## src/rtl/sir_pkg.sv

```systemverilog
// Shared types and codes for the sync-point interrupt router.
package sir_pkg;

    typedef enum logic [2:0] {
        MODE_ENABLE_ROUTE = 3'd0,
        MODE_WRITE_HALF   = 3'd1,
        MODE_CLEAR_ROUTE  = 3'd2,
        MODE_RAISE_POINT  = 3'd3,
        MODE_CLEAR_STATUS = 3'd4
    } t_mode;

    typedef struct packed {
        logic [2:0]  mode;
        logic        processor;
        logic [31:0] mask_value;
        logic        half;
        logic [4:0]  point_index;
        logic [31:0] crossed;
    } t_in_word;

    typedef struct packed {
        logic        cpu_pending;
        logic        cop_pending;
        logic        cpu_changed;
        logic        cop_changed;
        logic [31:0] cpu_status;
        logic [31:0] cop_status;
        logic [63:0] route_mask;
    } t_out_word;

endpackage

```

## src/rtl/syncpoint_interrupt_router.sv

```systemverilog
// Top level of the sync-point interrupt router: input register, update logic, result register.
//
// Usage:
//   Input channel (i_in_valid / o_in_ready / i_in_word) carries one operation word:
//   enable routing, write a route half, clear routes, raise a point or clear status.
//   Output channel (o_out_valid / i_out_ready / o_out_word) returns one result word
//   per operation: both pending lines, their change flags, both status words and
//   the 64-bit routing mask as they stand after the operation.
//   An accepted word sits in the input register until the result register is free;
//   its result is then loaded into the result register, which sets o_out_valid.
//   Throughput is one word per cycle while the receiver is not stalling; the update
//   of the routing, status and pending registers is a single pass of bitwise logic
//   over all points.
//   While the receiver stalls, the result register holds; one more word waits in the
//   input register, after which o_in_ready drops until the result is taken.
//   Synchronous reset clears routing, status, pending lines and both valid flags.
module syncpoint_interrupt_router #(
    parameter int POINTS = 32
) (
    input  logic               i_clk,
    input  logic               i_rst_n,
    input  logic               i_in_valid,
    output logic               o_in_ready,
    input  sir_pkg::t_in_word  i_in_word,
    output logic               o_out_valid,
    input  logic               i_out_ready,
    output sir_pkg::t_out_word o_out_word
);

    localparam logic [31:0] PMASK = 32'((64'd1 << POINTS) - 64'd1);

    logic               r_in_valid;
    sir_pkg::t_in_word  r_in;
    logic               r_out_valid;
    sir_pkg::t_out_word r_out;
    logic [63:0]        r_route;
    logic [31:0]        r_cpu_st;
    logic [31:0]        r_cop_st;
    logic [1:0]         r_pend;

    logic [63:0]        n_route;
    logic [31:0]        n_cpu_st;
    logic [31:0]        n_cop_st;
    logic [1:0]         n_pend;
    sir_pkg::t_out_word n_out;

    logic               advance;
    logic [31:0]        pm;
    logic [31:0]        hit;
    logic [31:0]        hit_cpu;
    logic [31:0]        hit_cop;
    logic [31:0]        routed;
    logic [31:0]        clr;

    function automatic logic [31:0] routed_of(input logic [63:0] route, input logic p);
        logic [31:0] r;
        r = '0;
        for (int i = 0; i < 32; i++) begin
            if (i < POINTS) begin
                r[i] = route[2*i + int'(p)];
            end
        end
        return r;
    endfunction

    function automatic logic [63:0] spread(input logic [31:0] m, input logic p);
        logic [63:0] r;
        r = '0;
        for (int i = 0; i < 32; i++) begin
            r[2*i + int'(p)] = m[i];
        end
        return r;
    endfunction

    assign advance    = r_in_valid && (!r_out_valid || i_out_ready);
    assign o_in_ready = !r_in_valid || advance;
    assign pm         = r_in.mask_value & PMASK;

    always_comb begin
        n_route  = r_route;
        n_cpu_st = r_cpu_st;
        n_cop_st = r_cop_st;
        n_pend   = r_pend;
        hit      = '0;
        hit_cpu  = '0;
        hit_cop  = '0;
        routed   = routed_of(r_route, r_in.processor);
        clr      = pm & ~(routed & r_in.crossed);
        unique case (sir_pkg::t_mode'(r_in.mode))
            sir_pkg::MODE_ENABLE_ROUTE: begin
                n_route = r_route | spread(pm, r_in.processor);
                hit     = pm & r_in.crossed;
                hit_cpu = hit & routed_of(n_route, 1'b0);
                hit_cop = hit & routed_of(n_route, 1'b1);
            end
            sir_pkg::MODE_WRITE_HALF: begin
                if (r_in.half) begin
                    n_route[63:32] = r_in.mask_value;
                end else begin
                    n_route[31:0] = r_in.mask_value;
                end
            end
            sir_pkg::MODE_CLEAR_ROUTE: begin
                n_route = r_route & ~(spread(pm, 1'b0) | spread(pm, 1'b1));
            end
            sir_pkg::MODE_RAISE_POINT: begin
                if (int'(r_in.point_index) < POINTS) begin
                    hit = 32'd1 << r_in.point_index;
                end
                hit_cpu = hit & routed_of(r_route, 1'b0);
                hit_cop = hit & routed_of(r_route, 1'b1);
            end
            sir_pkg::MODE_CLEAR_STATUS: begin
                if (r_in.processor) begin
                    n_cop_st  = r_cop_st & ~clr;
                    n_pend[1] = |(n_cop_st & routed);
                end else begin
                    n_cpu_st  = r_cpu_st & ~clr;
                    n_pend[0] = |(n_cpu_st & routed);
                end
            end
            default: begin
            end
        endcase
        n_cpu_st = n_cpu_st | hit_cpu;
        n_cop_st = n_cop_st | hit_cop;
        if (|hit_cpu) begin
            n_pend[0] = 1'b1;
        end
        if (|hit_cop) begin
            n_pend[1] = 1'b1;
        end

        n_out.cpu_pending = n_pend[0];
        n_out.cop_pending = n_pend[1];
        n_out.cpu_changed = n_pend[0] ^ r_pend[0];
        n_out.cop_changed = n_pend[1] ^ r_pend[1];
        n_out.cpu_status  = n_cpu_st;
        n_out.cop_status  = n_cop_st;
        n_out.route_mask  = n_route;
    end

    always_ff @(posedge i_clk) begin
        if (!i_rst_n) begin
            r_in_valid  <= 1'b0;
            r_out_valid <= 1'b0;
            r_route     <= '0;
            r_cpu_st    <= '0;
            r_cop_st    <= '0;
            r_pend      <= '0;
        end else begin
            if (o_in_ready) begin
                r_in_valid <= i_in_valid;
            end
            if (advance) begin
                r_out_valid <= 1'b1;
                r_route     <= n_route;
                r_cpu_st    <= n_cpu_st;
                r_cop_st    <= n_cop_st;
                r_pend      <= n_pend;
            end else if (i_out_ready) begin
                r_out_valid <= 1'b0;
            end
        end
    end

    always_ff @(posedge i_clk) begin
        if (o_in_ready && i_in_valid) begin
            r_in <= i_in_word;
        end
        if (advance) begin
            r_out <= n_out;
        end
    end

    assign o_out_valid = r_out_valid;
    assign o_out_word  = r_out;

endmodule

```

## config.mk

```make
export PLATFORM = sky130hd
export DESIGN_NAME = syncpoint_interrupt_router
export DESIGN_NICKNAME = d
export VERILOG_FILES = /design/src/rtl/sir_pkg.sv /design/src/rtl/syncpoint_interrupt_router.sv
export SDC_FILE = /design/constraint.sdc
export NUM_CORES = 1
export LEC_CHECK = 0
export BUFFER_PORTS_ARGS = -buffer_cell sky130_fd_sc_hd__buf_2
export CAP_MARGIN = 10
export CORE_ASPECT_RATIO = 1.25
export CORE_UTILIZATION = 30
export DETAILED_ROUTE_END_ITERATION = 7
export PLACE_DENSITY_LB_ADDON = 0.25
export SYNTH_ARGS = -nofsm -noshare
export SYNTH_HDL_FRONTEND = slang
export SYNTH_SLANG_ARGS = --single-unit
```

## constraint.sdc

```tcl
create_clock -name i_clk -period 12.2 [get_ports i_clk]
set_input_delay 1.22 -clock i_clk [delete_from_list [all_inputs] [get_ports i_clk]]
set_output_delay 1.22 -clock i_clk [all_outputs]
set_load 0.01 [all_outputs]
```

# == Word-level counts from Yosys, hierarchy flattened ==
# Index checks and enable logic that the tools add are counted.
# classes
addsub,31
n_lt_le_gt_ge,64
eq_ne,4
shift,1
muxes,335
bitwise,22
reduce_logical,44
# ops
cell,n
bitwise mux 64 bit,31
AND 32 bit,11
2-to-1 mux 1 bit,230
2-to-1 mux 32 bit,7
one-hot mux 64 bit (3 select lines),1
binary-select mux 1 bit (select 6 bit),31
demux 1 bit (select 6 bit),31
one-hot mux 32 bit (2 select lines),2
OR reduction 32 bit,4
adder 6 x 1 -> 7 bit (first input constant),16
greater-or-equal comparator 7 x 1 -> 1 bit (second input constant),16
< comparator 7 bit (second input constant),16
AND 64 x 2 -> 64 bit,1
AND 64 bit,1
inverter 32 bit,2
inverter 64 bit,1
bitwise OR 32 bit,2
bitwise OR 63 x 64 -> 64 bit,1
bitwise OR 64 bit,1
< comparator 6 x 7 -> 1 bit (second input constant),8
adder 5 x 1 -> 6 bit (first input constant),8
greater-or-equal comparator 6 x 1 -> 1 bit (second input constant),8
logical AND 1 bit,34
left shift 1 x 5 -> 32 bit (first input constant),1
21 further kinds,37
# word_totals
register_bits,338
inputBits,78
output_inout_bits,134
elab_cells,520

# == Logic depth before layout (Yosys ltp) ==
# depth
depth_word,43
mapped_depth,10
ltp_nobuf,7

# == Worst setup path after synthesis ==
# No wires, ideal clock.
# synth_path
kind,input to register
from,input i_out_ready
to,"register r_out, in the netlist o_out_word[0], enable pin"
setup_time_ps,548
arrival_ps,5592
required_ps,11652
slack_ps,6060
cell_stages,5
path_buffers,2
path_cell_list,nor2b_1 -> nand2b_1 -> inv_2 -> clkbuf_1 -> clkbuf_1
# synth_via
elab_chain_len,2
# synth_lines
item,line,source
from (decl),syncpoint_interrupt_router.sv:26,"input logic i_out_ready,"
logical OR 1 bit,syncpoint_interrupt_router.sv:75,assign advance = r_in_valid && (!r_out_valid || i_out_ready);
logical AND 1 bit,syncpoint_interrupt_router.sv:75,
via advance,syncpoint_interrupt_router.sv:47,logic advance;
to (signal assigned),syncpoint_interrupt_router.sv:172,r_out <= n_out;
to (decl),syncpoint_interrupt_router.sv:35,sir_pkg::t_out_word r_out;
# The timed path passes the listed nets, and every way through them passes these cells.
# A chain may end at the register's enable or synchronous reset.

==> results.json <==
{
  "min_period_over_period": 0.324,
  "cts_setup_buffers": 0,
  "setup_viol": 0,
  "ys_seq_area_frac": 0.550,
  "worstPathArrival_ns": 4.24,
  "syn_area_per_cell_um2": 10.0,
  "top_layer": "met4",
  "worstPathRequired_ns": 12.49,
  "core-area_um2": 52700,
  "synth_cell_types": 53,
  "hold_buffers": 0,
  "fmax_mhz": 253,
  "synth_xor_area_frac": 0.00109,
  "ant_nets": 0,
  "path_class": "flop to flop",
  "synth_fa_ha_area_frac": 0,
  "synth-compound-area-share": 0.201,
  "synth_simple_gate_area_frac": 0.188,
  "syn_inst": 1601,
  "antenna_found_initial": 0,
  "synth-seq-cells": 338,
  "drv_cap": 0,
  "syn_to_final_growth_pct": 17.7,
  "grt_usage": 0.244,
  "wl_met1_um": 25900,
  "power.leakage_nw": 7.23,
  "cp-start-kind": "flop",
  "powerDensity_nw_per_um2": 145,
  "first_iter_violations": 1377,
  "mappedNetlistNets": 1679,
  "numPortBuffers": 211,
  "cts_sinks": 338,
  "vias_per_cell": 5.65,
  "finalHoldViolCount": 0,
  "num_antenna_cells": 0,
  "routed_wl_um": 67500,
  "grt-ovfl-total": 0,
  "die_w_um": 209,
  "peakVddDrop_mv": 0.108,
  "rows": 94,
  "initial_core_util": 0.305,
  "synth_edf_count": 206,
  "fin_setup_tns_ns": 0,
  "tritoncts": "yes",
  "hold_class": "flop to flop",
  "grt_start_max_net_pins": 112,
  "muxShareOfSynthArea": 0.0227,
  "fin_cells": 2450,
  "drive_above_1_share": 0.183,
  "synth_area_um2": 16100,
  "wl_met2_um": 33600,
  "slew_viol_final": 0,
  "vias": 13900,
  "path_max_fanout": 49,
  "final.min_clock_period_ns": 3.96,
  "status": "finished clean",
  "synth_top_family_by_area": "compound AO/OA/AOI/OAI gates",
  "post_cts_resized": 0,
  "clockRootBuffer": "clkbuf_16",
  "rsz0062_at_grt": "no",
  "h-tree-depth": 2,
  "dp_cells": 2379,
  "async_reset_ff_frac": 0,
  "relSlewSlack": 0.178,
  "firstDrtPassIters": 7,
  "die_y_um": 261,
  "post-route-util": 0.359,
  "critPathCaptureType": "flop",
  "fin_nets": 1826,
  "dr_wl_met3_um": 4190,
  "clock_latency_ns": 0.56,
  "grt_pass1_vias": 13500,
  "drc": 0,
  "grt_pass1_wl_um": 95500,
  "yosysWarnings": 0,
  "synth_ff_type": "edfxtp_1",
  "worst_pin_slew_ns": 1.23,
  "io_pins": 212,
  "clock_skew_ns": 0.0184,
  "numCtsBuffers": 39,
  "wl_per_cell_um": 27.6,
  "clk_pin_slew_ns": 0.07,
  "hpwlAfterDp_um": 49000,
  "ctsLongestPathBuffers": 3,
  "gp_congestion": 0.978,
  "die_area_um2": 54400
}
[synthesized netlist by cell type (29+ instances only)]
cell,instances,area [um2]
a221o_1,43,430
nand2b_1,36,225
nor2_1,159,597
a21oi_1,53,265
o21ai_0,38,190
clkbuf_1,102,383
dfxtp_1,132,2640
a21boi_0,100,751
nand2_1,268,1010
a32oi_1,30,263
edfxtp_1,206,6190
nor3b_1,29,218
a21o_1,65,488
nand3_1,86,430
a31oi_1,55,344
[area by class of cell]
type / count / area [um2]
Sequential cell: 338 / 8830
Timing Repair Buffer: 232 / 1220
Clock buffer: 56 / 1130
Fill cell: 5343 / 33800
Inverter: 15 / 63.8
Multi-Input combinational cell: 1122 / 6680
Clock inverter: 15 / 131
Tap cell: 672 / 841
[worst paths after layout]
check,slack (ns),to,from,cells after the start
worst max register to register,8.24,o_out_word[129],r_in[70],9
worst min-delay path,0.48,r_cpu_st[2],r_cpu_st[2],2
worst min register to register,0.48,r_cpu_st[2],r_cpu_st[2],2
worst max-delay path,8.24,o_out_word[129],r_in[70],9
[stage by stage]
stage	area, um2	setup slack (ns)	hold WS, ns	total power, W
finish	18900	8.24	0.484	0.00274
global placement	17600	8.05	0.462	0.00159
floorplan	16100	6.06	0.449	0.00148
detailed placement	17600	8.08	0.475	0.00159
CTS	18900	8.35	0.481	0.00277
global route	18900	8.09	0.497	0.00284
[registers in the layout, summed over array words and instances, names as in the netlist]
register     cells
o_out_valid      1
pm              32
r_cpu_st        32
r_in            42
o_out_word     132
r_pend           2
r_in_valid       1
r_route         64
r_cop_st        32
[routing by layer]
metal,GRT usage,vias up
met5,0,-
met4,0.133,0
met3,0.0361,178
met2,0.431,673
met1,0.285,6800
li1,-,6203
[cells in the final DEF (no fill, tap or decap), drive strengths merged, types with 2 or more instances in the layout]
cell type  instances
edfxtp           206
nor2             159
clkinv            11
and4b              4
a21oi             53
a32oi             30
a22oi              2
nand2            268
a221o             43
and3               3
xnor2              2
mux2              32
clkbuf            56
and2               2
a32o               2
o31ai              4
o21ai             42
inv               15
nor2b              3
nor3               4
a222oi            10
dfxtp            132
o211ai             4
bufinv             2
nor4              21
a21o              65
nor3b             29
nor4b              4
nand3             86
a21boi           115
o21a               2
nand2b            36
nor4bb             6
o211a             13
a31oi             55
buf              232
clkinvlp           2
nand4             18
[critical path, cell delays in order, from the launching register on]
cell,delay [ns]
edfxtp_1,0.80
buf_4,0.69
nor4_4,0.17
buf_4,0.31
a31oi_1,0.21
nor2_1,0.09
nor4_1,0.60
nand2_1,0.21
nor4_4,0.45
xnor2_1,0.10
[logic make-up (layout without fill, tap and decap cells)]
logic type,Yosys count,after routing
DFF,338,338
muxes,32,32
xor gates and xnor gates,2,2
and+or+nand+nor,646,646
buffers and inverters,141,318
AOI/OAI and AO/OA,442,442
[power breakdown]
group,leakage [nW],internal (W),switching (W)
Sequential,3.05,0.00127,0.0000739
Combinational,3.57,0.0000835,0.000147
Clock,0.612,0.000691,0.000481
Total,7.23,0.00204,0.000702
Note: power is estimated with default switching activity, not from simulation.
